File: src/bctl_pkg.sv
package bctl_pkg;

  localparam int unsigned NUM_ENTRIES_DEFAULT = 32;

  localparam logic [2:0] MODE_GET        = 3'd0;
  localparam logic [2:0] MODE_RELEASE    = 3'd1;
  localparam logic [2:0] MODE_PIN        = 3'd2;
  localparam logic [2:0] MODE_UNPIN      = 3'd3;
  localparam logic [2:0] MODE_MARK_VALID = 3'd4;

  localparam logic [1:0] ST_OK        = 2'd0;
  localparam logic [1:0] ST_NO_FREE   = 2'd1;
  localparam logic [1:0] ST_UNDERFLOW = 2'd2;
  localparam logic [1:0] ST_SATURATED = 2'd3;

  localparam logic [7:0] COUNT_MAX = 8'hFF;

  // one entry word: tag, valid, count, stamp
  typedef struct packed {
    logic [7:0]  device;
    logic [31:0] block_number;
    logic        valid;
    logic [7:0]  count;
    logic [31:0] stamp;
  } entry_t;

  localparam int unsigned ENTRY_W = $bits(entry_t);

  typedef struct packed {
    logic [2:0]  mode;
    logic [7:0]  device;
    logic [31:0] block_number;
    logic [4:0]  entry_index;
  } req_t;

  typedef struct packed {
    logic [4:0] result_index;
    logic       hit;
    logic       needs_read;
    logic [1:0] status;
  } rsp_t;

endpackage

File: src/bctl_if.sv
interface bctl_req_if;
  logic         valid;
  logic         ready;
  bctl_pkg::req_t payload;
  modport source (output valid, output payload, input ready);
  modport sink (input valid, input payload, output ready);
endinterface

interface bctl_rsp_if;
  logic         valid;
  logic         ready;
  bctl_pkg::rsp_t payload;
  modport source (output valid, output payload, input ready);
  modport sink (input valid, input payload, output ready);
endinterface

File: src/bctl_ram.sv
module bctl_ram #(
  parameter int unsigned WIDTH = 8,
  parameter int unsigned DEPTH = 32
) (
  input  logic                     clk,
  input  logic                     we,
  input  logic [$clog2(DEPTH)-1:0] waddr,
  input  logic [WIDTH-1:0]         wdata,
  input  logic [$clog2(DEPTH)-1:0] raddr,
  output logic [WIDTH-1:0]         rdata
);
  logic [WIDTH-1:0] mem [DEPTH];

  // write port and registered read port
  always_ff @(posedge clk) begin
    if (we) mem[waddr] <= wdata;
    rdata <= mem[raddr];
  end
endmodule

File: src/block_cache_tag_lru.sv
// A get makes one scan of the entry RAM, one word a cycle through its single read port,
//   and then writes back.
// Other modes read, then modify; the write back overlaps the result cycle.
// Requests: one at a time, the next taken once the result has been accepted.
// Reset: synchronous; afterwards a clearing pass writes every RAM entry to zero,
//   during which no request is taken. Stamp clock resets to 1.
module block_cache_tag_lru #(
  parameter int unsigned NUM_ENTRIES = bctl_pkg::NUM_ENTRIES_DEFAULT
) (
  input logic clk,
  input logic rst,
  bctl_req_if.sink   req,
  bctl_rsp_if.source rsp
);
  localparam int unsigned AW = $clog2(NUM_ENTRIES);

  typedef enum logic [5:0] {
    S_CLEAR = 6'b000001,
    S_IDLE  = 6'b000010,
    S_SCAN  = 6'b000100,
    S_RMW   = 6'b001000,
    S_WRITE = 6'b010000,
    S_OUT   = 6'b100000
  } state_t;

  state_t state;
  bctl_pkg::req_t  cur;
  bctl_pkg::rsp_t  res;
  logic [AW:0]     cnt;       // scan issue counter
  logic [AW:0]     seen;      // words received
  logic            found_hit, found_free;
  logic [AW-1:0]   hit_idx, free_idx;
  logic [31:0]     oldest;
  bctl_pkg::entry_t hit_word;
  logic [31:0]     stamp_clock;

  logic             we;
  logic [AW-1:0]    waddr, raddr;
  bctl_pkg::entry_t wdata, rdata;
  logic             rd_pend;

  logic             we_next;
  logic [AW-1:0]    waddr_next;
  bctl_pkg::entry_t wdata_next;
  bctl_pkg::rsp_t   res_next;
  logic             stamp_take;

  bctl_ram #(.WIDTH(bctl_pkg::ENTRY_W), .DEPTH(NUM_ENTRIES)) u_ram (
    .clk(clk), .we(we), .waddr(waddr), .wdata(wdata), .raddr(raddr), .rdata(rdata)
  );

  // hold off while the last clearing write is still pending
  assign req.ready   = (state == S_IDLE) && !we;
  assign rsp.valid   = (state == S_OUT);
  assign rsp.payload = res;

  logic idx_ok;
  assign idx_ok = ({27'd0, cur.entry_index} < 32'(NUM_ENTRIES));

  // read address: scan counter in get, addressed entry otherwise
  always_comb begin
    if (state == S_SCAN) raddr = cnt[AW-1:0];
    else raddr = AW'(req.payload.entry_index);
  end

  logic match;
  assign match = rdata.device == cur.device && rdata.block_number == cur.block_number;

  // build the write back word and the result
  always_comb begin
    we_next = 1'b0;
    waddr_next = waddr;
    wdata_next = wdata;
    res_next = res;
    stamp_take = 1'b0;
    unique case (state)
      S_CLEAR: begin
        we_next = 1'b1;
        waddr_next = cnt[AW-1:0];
        wdata_next = '0;
      end
      S_WRITE: begin
        res_next.hit = 1'b0;
        res_next.status = bctl_pkg::ST_OK;
        if (found_hit) begin
          res_next.result_index = 5'(hit_idx);
          res_next.hit = 1'b1;
          res_next.needs_read = !hit_word.valid;
          waddr_next = hit_idx;
          wdata_next = hit_word;
          if (hit_word.count == bctl_pkg::COUNT_MAX) begin
            res_next.status = bctl_pkg::ST_SATURATED;
          end else begin
            we_next = 1'b1;
            wdata_next.count = hit_word.count + 8'd1;
          end
        end else if (found_free) begin
          res_next.result_index = 5'(free_idx);
          res_next.needs_read = 1'b1;
          we_next = 1'b1;
          waddr_next = free_idx;
          wdata_next = '{device: cur.device, block_number: cur.block_number,
                         valid: 1'b0, count: 8'd1, stamp: oldest};
        end else begin
          res_next.result_index = '0;
          res_next.needs_read = 1'b0;
          res_next.status = bctl_pkg::ST_NO_FREE;
        end
      end
      S_RMW: begin
        // word of the addressed entry is in rdata now
        res_next.result_index = cur.entry_index;
        res_next.hit = 1'b0;
        res_next.status = bctl_pkg::ST_OK;
        res_next.needs_read = idx_ok && !rdata.valid;
        waddr_next = AW'(cur.entry_index);
        wdata_next = rdata;
        if (idx_ok) begin
          unique case (cur.mode)
            bctl_pkg::MODE_RELEASE, bctl_pkg::MODE_UNPIN: begin
              if (rdata.count == 8'd0) res_next.status = bctl_pkg::ST_UNDERFLOW;
              else begin
                we_next = 1'b1;
                wdata_next.count = rdata.count - 8'd1;
                if (rdata.count == 8'd1) begin
                  wdata_next.stamp = stamp_clock;
                  stamp_take = 1'b1;
                end
              end
            end
            bctl_pkg::MODE_PIN: begin
              if (rdata.count == bctl_pkg::COUNT_MAX) begin
                res_next.status = bctl_pkg::ST_SATURATED;
              end else begin
                we_next = 1'b1;
                wdata_next.count = rdata.count + 8'd1;
              end
            end
            bctl_pkg::MODE_MARK_VALID: begin
              we_next = 1'b1;
              wdata_next.valid = 1'b1;
              res_next.needs_read = 1'b0;
            end
            default: begin
            end
          endcase
        end
      end
      default: begin
      end
    endcase
  end

  // register the write port and the result
  always_ff @(posedge clk) begin
    waddr <= waddr_next;
    wdata <= wdata_next;
    res <= res_next;
  end

  // sequencer
  always_ff @(posedge clk) begin
    if (rst) begin
      state <= S_CLEAR;
      cnt <= '0;
      stamp_clock <= 32'd1;
      we <= 1'b0;
      rd_pend <= 1'b0;
    end else begin
      we <= we_next;
      if (stamp_take) stamp_clock <= stamp_clock + 32'd1;
      unique case (state)
        S_CLEAR: begin
          if (cnt == (AW+1)'(NUM_ENTRIES - 1)) begin
            state <= S_IDLE;
            cnt <= '0;
          end else cnt <= cnt + (AW+1)'(1);
        end
        S_IDLE: begin
          if (req.valid && req.ready) begin
            cur <= req.payload;
            cnt <= '0;
            seen <= '0;
            found_hit <= 1'b0;
            found_free <= 1'b0;
            rd_pend <= 1'b0;
            state <= (req.payload.mode == bctl_pkg::MODE_GET) ? S_SCAN : S_RMW;
          end
        end
        S_SCAN: begin
          // issue one read a cycle, take the word from the previous one
          if (cnt < (AW+1)'(NUM_ENTRIES)) cnt <= cnt + (AW+1)'(1);
          rd_pend <= (cnt < (AW+1)'(NUM_ENTRIES));
          if (rd_pend) begin
            seen <= seen + (AW+1)'(1);
            if (match && !found_hit) begin
              found_hit <= 1'b1;
              hit_idx <= seen[AW-1:0];
              hit_word <= rdata;
            end
            if (rdata.count == 8'd0 && (!found_free || rdata.stamp < oldest)) begin
              found_free <= 1'b1;
              free_idx <= seen[AW-1:0];
              oldest <= rdata.stamp;
            end
            if (seen == (AW+1)'(NUM_ENTRIES - 1)) state <= S_WRITE;
          end
        end
        S_WRITE: begin
          state <= S_OUT;
        end
        S_RMW: begin
          state <= S_OUT;
        end
        S_OUT: begin
          if (rsp.ready) state <= S_IDLE;
        end
        default: state <= S_CLEAR;
      endcase
    end
  end

  // no request taken while clearing
  assert property (@(posedge clk) disable iff (rst) state == S_CLEAR |-> !req.ready)
    else $error("ready during clear");
  // result shown only after a request was taken
  assert property (@(posedge clk) disable iff (rst)
    $rose(rsp.valid) |-> $past(state == S_WRITE || state == S_RMW))
    else $error("result without request");
  // hit only reported for get
  assert property (@(posedge clk) disable iff (rst)
    rsp.valid && rsp.payload.hit |-> cur.mode == bctl_pkg::MODE_GET)
    else $error("hit on non-get");
endmodule
File: src/flat_wrapper.sv
// flat-port wrapper written by rule: the top's interface ports become plain ports
module block_cache_tag_lru_flat 
#(
  parameter int unsigned NUM_ENTRIES = bctl_pkg::NUM_ENTRIES_DEFAULT
)
  (clk, rst, req_valid, req_payload, req_ready, rsp_valid, rsp_payload, rsp_ready);
  bctl_req_if req_i ();
  bctl_rsp_if rsp_i ();
  input logic clk;
  input logic rst;
  input wire logic [$bits(req_i.valid)-1:0] req_valid;
  input wire logic [$bits(req_i.payload)-1:0] req_payload;
  output wire logic [$bits(req_i.ready)-1:0] req_ready;
  output wire logic [$bits(rsp_i.valid)-1:0] rsp_valid;
  output wire logic [$bits(rsp_i.payload)-1:0] rsp_payload;
  input wire logic [$bits(rsp_i.ready)-1:0] rsp_ready;
  assign req_i.valid = req_valid;
  assign req_i.payload = req_payload;
  assign req_ready = req_i.ready;
  assign rsp_valid = rsp_i.valid;
  assign rsp_payload = rsp_i.payload;
  assign rsp_i.ready = rsp_ready;
  block_cache_tag_lru #(.NUM_ENTRIES(NUM_ENTRIES)) u_core (.clk(clk), .rst(rst), .req(req_i), .rsp(rsp_i));
endmodule
File: config.mk
export PLATFORM = sky130hd
export DESIGN_NAME = block_cache_tag_lru_flat
export DESIGN_NICKNAME = d
export VERILOG_FILES = /design/src/bctl_pkg.sv /design/src/bctl_if.sv /design/src/bctl_ram.sv /design/src/block_cache_tag_lru.sv /design/src/flat_wrapper.sv
export SDC_FILE = /design/constraint.sdc
export NUM_CORES = 2
export LEC_CHECK = 0
export BUFFER_PORTS_ARGS = -buffer_cell sky130_fd_sc_hd__buf_4
export CORE_MARGIN = 8
export CORE_UTILIZATION = 55
export DETAILED_ROUTE_END_ITERATION = 8
export PLACE_DENSITY = 0.78
export SLEW_MARGIN = 5
export SYNTH_ARGS = -nofsm -noshare
export SYNTH_HDL_FRONTEND = slang
export SYNTH_SLANG_ARGS = --single-unit
File: constraint.sdc
create_clock -name clk -period 8.62 [get_ports clk]
set_input_delay 0.862 -clock clk [delete_from_list [all_inputs] [get_ports clk]]
set_output_delay 0.862 -clock clk [all_outputs]
set_load 0.01 [all_outputs]
After elaboration in Yosys (flattened, before gate mapping)
Memory sizes are Yosys's and may differ from the RTL's. A register that Yosys moved wholly into a read port is not among the register bits. Cells that the tools add are included.

$add $sub $neg: 6. Order comparisons: 2. Eq/ne operators: 26. Multiplexer cells: 59. Bitwise operators: 1. Reduce and logical (&&, ||, !) cells: 29.

Operators with widths (number): $pmux 81 s3 (1); $mux 81 (2); $mux 32 (2); $mux 6 (9); $mux 40 (1); $add 32x1->32 const B (1); $eq 32x32->1 (1); $lt 32x32->1 (1); $pmux 6 s5 (1); $mux 5 (5); $mux 1 (20); $eq 6x5->1 const B (3); $pmux 6 s3 (1); $pmux 9 s2 (1); $add 8x1->8 const B (2); $eq 8x8->1 const B (2); $mux 8 (2); $pmux 8 s2 (1); $pmux 5 s3 (1); $reduce_and 5->1 (3); $add 6x1->6 const B (2); $pmux 6 s2 (1); $reduce_and 4->1 (3); $ne 2x2->1 const B (5); other kinds (31) (52).

Flip-flop bits (word level): 320. RAM bits: 2592. Input bits: 52. Output and inout bits: 11. Logic and storage cells: 154. Memories: 1.

Memories: u_core.u_ram.mem (words 32, width 81, rd ports 1, clocked after Yosys merged registers in 1, wr ports 1, RTL line bctl_ram.sv:12) `logic [WIDTH-1:0] mem [DEPTH];`.

Longest topological paths before layout
Depth in word-level cells: 6. Gate-level depth with buffers: 14. Mapped depth without buffers: 10.

Hierarchy
Synthesis repeated with hierarchy kept, for this count alone.

Cells, all modules: 5902. Area, all modules: 114727.5 sq um.

Modules (own cells, without submodules): bctl_ram (times used 1, cells an instance 4755, area each 100138.5 sq um, sequential area each 79456.2 sq um); block_cache_tag_lru (times used 1, cells an instance 1147, area each 14589.0 sq um, sequential area each 9148.8 sq um).

Least setup slack after synthesis
OpenSTA, ideal clock, no wires.

Kind: register -> register. From: register u_core.state[2]. To: register u_core.hit_idx[0] (enable). Arrival: 4.975 ns. Required time: 8.089 ns. Path slack: 3.114 ns. Stages on the path, launching flop included: 9. Period minus slack after synthesis: 5.506 ns. Cell sequence: dfxtp_1 -> buf_2 -> nor4b_4 -> nand2_1 -> buf_2 -> buf_2 -> nor2_1 -> nand2_1 -> nor2_1.

Word-level cells in the longest chain between the ends: 2.

Ends and longest elaborated chain: start, declared (RTL line block_cache_tag_lru.sv:26) `state_t state;`; start signal, assigned (RTL line block_cache_tag_lru.sv:187) `state <= (req.payload.mode == bctl_pkg::MODE_GET) ? S_SCAN : S_RMW;`; $eq 6x3->1 (RTL line block_cache_tag_lru.sv:172) `unique case (state)`; $reduce_and 4->1 (no source line); end signal, assigned (RTL line block_cache_tag_lru.sv:198) `hit_idx <= seen[AW-1:0];`; end, declared (RTL line block_cache_tag_lru.sv:32) `logic [AW-1:0] hit_idx, free_idx;`.

Every way passes these cells. A chain may end at the register's enable or synchronous reset.

Worst setup path after layout
From: register u_core.state[2]. To: register u_core.u_ram.rdata[37], read port of u_core.u_ram.mem.

Word-level cells in the longest chain between the ends: 2.

Ends and longest elaborated chain: $eq 6x3->1 (RTL line block_cache_tag_lru.sv:62) `if (state == S_SCAN) raddr = cnt[AW-1:0];`; $mux 5 (RTL line block_cache_tag_lru.sv:62); end, declared (RTL line bctl_ram.sv:10) `output logic [WIDTH-1:0] rdata`.

Every way passes these cells.

==> reports/results.txt <==
Max Clock Skew: 0.0791 ns
# DRC: 0
Yosys Warn Count: 0
Max stage delay on crit path: 1.03 ns
port bufs: 62
final layout net count: 6,562
Clock Path Buffers: 4
Synth cell types: 63
Clock Pin Slew Worst Setup and Hold Paths: 0.06 ns
Site Rows: 167
GP Congestion: 0.852
Reg2Reg Setup Slack: 4.15 ns
cts bufs inserted: 308
Die X: 473 um
Root Buffer: clkbuf_16
VDD IR max: 0.200 mV
area of the core: 207,000 um^2
vias in the first global route: 63,400
largest net degree at the start of global routing: 138
CP arrival: 5.22 ns
Final Hold Fails: 0
number of synthesized flops with an enable pin: 2,866
area leader, netlist: edfxtp_1
ys flop type: edfxtp_1
Final WS setup: 4.15 ns
met3 Use GR: 0.0560
Synth Net Count: 6,419
post-layout instance area: 128,000 um^2
WL per Instance: 32.7 um
outcome: finished, final reports clean
cell count after synthesis: 6,329
Synth async-reset ratio: 0
Post CTS Setup Buffer Count: 0
P_int: 0.0244 W
Setup-failing EPs final: 0
1st-pass router iterations: 8
layout cells sized above 1: 0.160
CP Max Fanout: 44
Area Overhead vs Synth: 11.6%
FMAX: 223 MHz
Tightest Pin Transition: 1.31 ns
vias post-DR: 64,200
1st-iter DRT viols: 10,900
Worst Setup End Kind: flop
PD cells: 244 nW/um^2
Comb power frac: 0.048
critical path required time: 9.36 ns
placed cell areas: 118,000 um^2
grt met1 use: 0.356
most used cell, CP: buf_4
number of synthesized register bits: 2,993
Mapped Area: 115,000 um^2
critical path's slowest cell: buf_4
clock network fraction of total power: 0.408
CTS tree: yes
met2 Track Usage GR: 0.426
RSZ-0062 raised after global routing: false
dpl hpwl: 150 mm
clock net sink count: 2,993
GRT overflow: 0
hold buffers post-CTS: 0
syn avg cell area: 18.1 um^2
first-pass GRT wire length: 441 mm
Synth area leaders: edfxtp_1 (75%), mux4_2 (7.9%), nand2_1 (2.5%)
Final Util: 0.618
worst-skew pair later-pin latency: 0.93 ns
Bufs and invs on worst path: 2
gr usage total: 0.270
antenna viol nets, final: 0
starting density of the core: 0.553
Lkg Pwr: 41.8 nW
critical path class: flop to flop
final number of max-transition violations: 0
Reg power frac: 0.544
pre-CTS setup slack: 4.20 ns
Max H-tree Level: 5
Slew headroom: 0.105
Net Sw Power: 0.00685 W
Startpoint Class: flop
hold slack: 0.0909 ns
CP top delay family: simple AND/OR/NAND/NOR gates
max_cap viols: 0
DIE AREA: 223,000 um^2
Die Ht: 473 um
drt total wl: 310 mm
type of the worst min-delay path: primary input to flop
Net Sw Frac: 0.219
global route hottest layer: met2
fin crit period: 4.47 ns
num ports: 63
area share of the largest cell type after synthesis: 0.750
DR vias/cell: 6.76
Final TNS setup: 0 ns
CP Cell Sequence: nor4b_4, nand2_1, buf_4, mux2_2, nor2_4, buf_4, a22oi_1, a31oi_1
post_cts resized: 0
initial antenna violation count: 9
register area share after synthesis: 0.772
period utilisation layout: 0.519
## registers in the layout, summed over array words and instances, names as in the netlist, 6 cells and up
| signal | cells |
|---|---|
| u_core.u_ram.mem | 2592 |
| u_core.hit_word | 81 |
| u_core.u_ram.rdata | 81 |
| u_core.wdata | 81 |
| u_core.cur | 48 |
| u_core.oldest | 32 |
| u_core.stamp_clock | 32 |
| u_core.rsp.payload | 9 |
| u_core.cnt | 6 |
| u_core.seen | 6 |
| u_core.state | 6 |
## cells by family after synthesis
logic type | count (synthesis) | synth area share
compound gates | 1005 | 0.0561
xor+xnor | 78 | 0.00596
fa+ha+maj | 38 | 0.00414
buf+inv | 406 | 0.0167
flops | 2993 | 0.772
mux | 681 | 0.103
simple gates | 1128 | 0.0416
## placed cells by master, fill, tap and decap left out, types with 25 or more instances in the layout
master	Yosys	routed
a2111oi_0	79	79
a21oi_1	279	278
a22oi_1	163	163
a31oi_1	160	158
and3_1	25	25
buf_4	46	183
clkbuf_1	189	78
clkbuf_16	0	314
clkinv_1	0	52
clkinv_2	0	45
dfxtp_1	127	127
edfxtp_1	2866	2866
ha_1	38	38
inv_1	44	44
mux2i_1	274	273
mux4_2	400	400
nand2_1	765	762
nand3_1	116	116
nand4_1	27	27
nor2_1	113	75
nor2_4	0	38
o21a_1	77	77
o21ai_0	77	77
o22ai_1	120	120
xnor2_1	45	45
xor2_1	33	33
## synthesized netlist by cell type, types with 11 or more instances
| master | count |
|---|---|
| and2_1 | 11 |
| a22oi_1 | 163 |
| buf_2 | 54 |
| mux2i_1 | 274 |
| xor2_1 | 33 |
| mux4_2 | 400 |
| buf_4 | 46 |
| nand2_1 | 765 |
| and3_1 | 25 |
| o21a_1 | 77 |
| a2111oi_0 | 79 |
| nand4_1 | 27 |
| buf_6 | 12 |
| nor2_1 | 113 |
| a21o_1 | 17 |
| a21oi_1 | 279 |
| clkbuf_1 | 189 |
| xnor2_1 | 45 |
| inv_1 | 44 |
| ha_1 | 38 |
| o22ai_1 | 120 |
| buf_1 | 56 |
| a31oi_1 | 160 |
| o21ai_0 | 77 |
| dfxtp_1 | 127 |
| nand3_1 | 116 |
| edfxtp_1 | 2866 |
## per-layer routing
layer / share of wire / vias up
met3: 0.12 / 1043
met5: 0 / -
met4: 0.066 / 0
met1: 0.34 / 32300
met2: 0.47 / 5291
li1: - / 25600
## metrics by stage
| stage | instances | power (W) |
|---|---|---|
| 2_1_floorplan | 6329 | 0.0181 |
| 6_report | 9500 | 0.0313 |
| 5_1_grt | 9497 | 0.0320 |
| 3_3_place_gp | 8950 | 0.0187 |
| 3_5_place_dp | 8950 | 0.0187 |
| 4_1_cts | 9493 | 0.0313 |
## power groups by stage
| stage | Sequential (W) | Combinational (W) | Clock (W) |
|---|---|---|---|
| after floorplan | 0.0171 | 0.000924 | 0 |
| after global placement | 0.0172 | 0.00143 | 0 |
| after detailed placement | 0.0173 | 0.00145 | 0 |
| after CTS | 0.0170 | 0.00147 | 0.0128 |
| after global routing | 0.0171 | 0.00154 | 0.0134 |
| final | 0.0170 | 0.00149 | 0.0128 |
## layout make-up
| class | count | area, um^2 |
|---|---|---|
| Sequential cell | 2993 | 88600 |
| Fill cell | 13800 | 79300 |
| Multi-Input combinational cell | 2930 | 24600 |
| Clock buffer | 408 | 8370 |
| Tap cell | 2788 | 3490 |
| Timing Repair Buffer | 195 | 1610 |
| Clock inverter | 135 | 1150 |
| Inverter | 44 | 165 |
| Antenna cell | 7 | 17.5 |
## path summary, 6_finish.rpt
kind,cells past startpoint,start,endpoint
max,8,u_core.state[2],u_core.u_ram.rdata[37]
min,1,req_payload[16],u_core.cur[16]
max reg2reg,8,u_core.state[2],u_core.u_ram.rdata[37]
min reg2reg,0,u_core.u_ram.rdata[40],u_core.hit_word[40]
(Power assumes the default switching activity.)
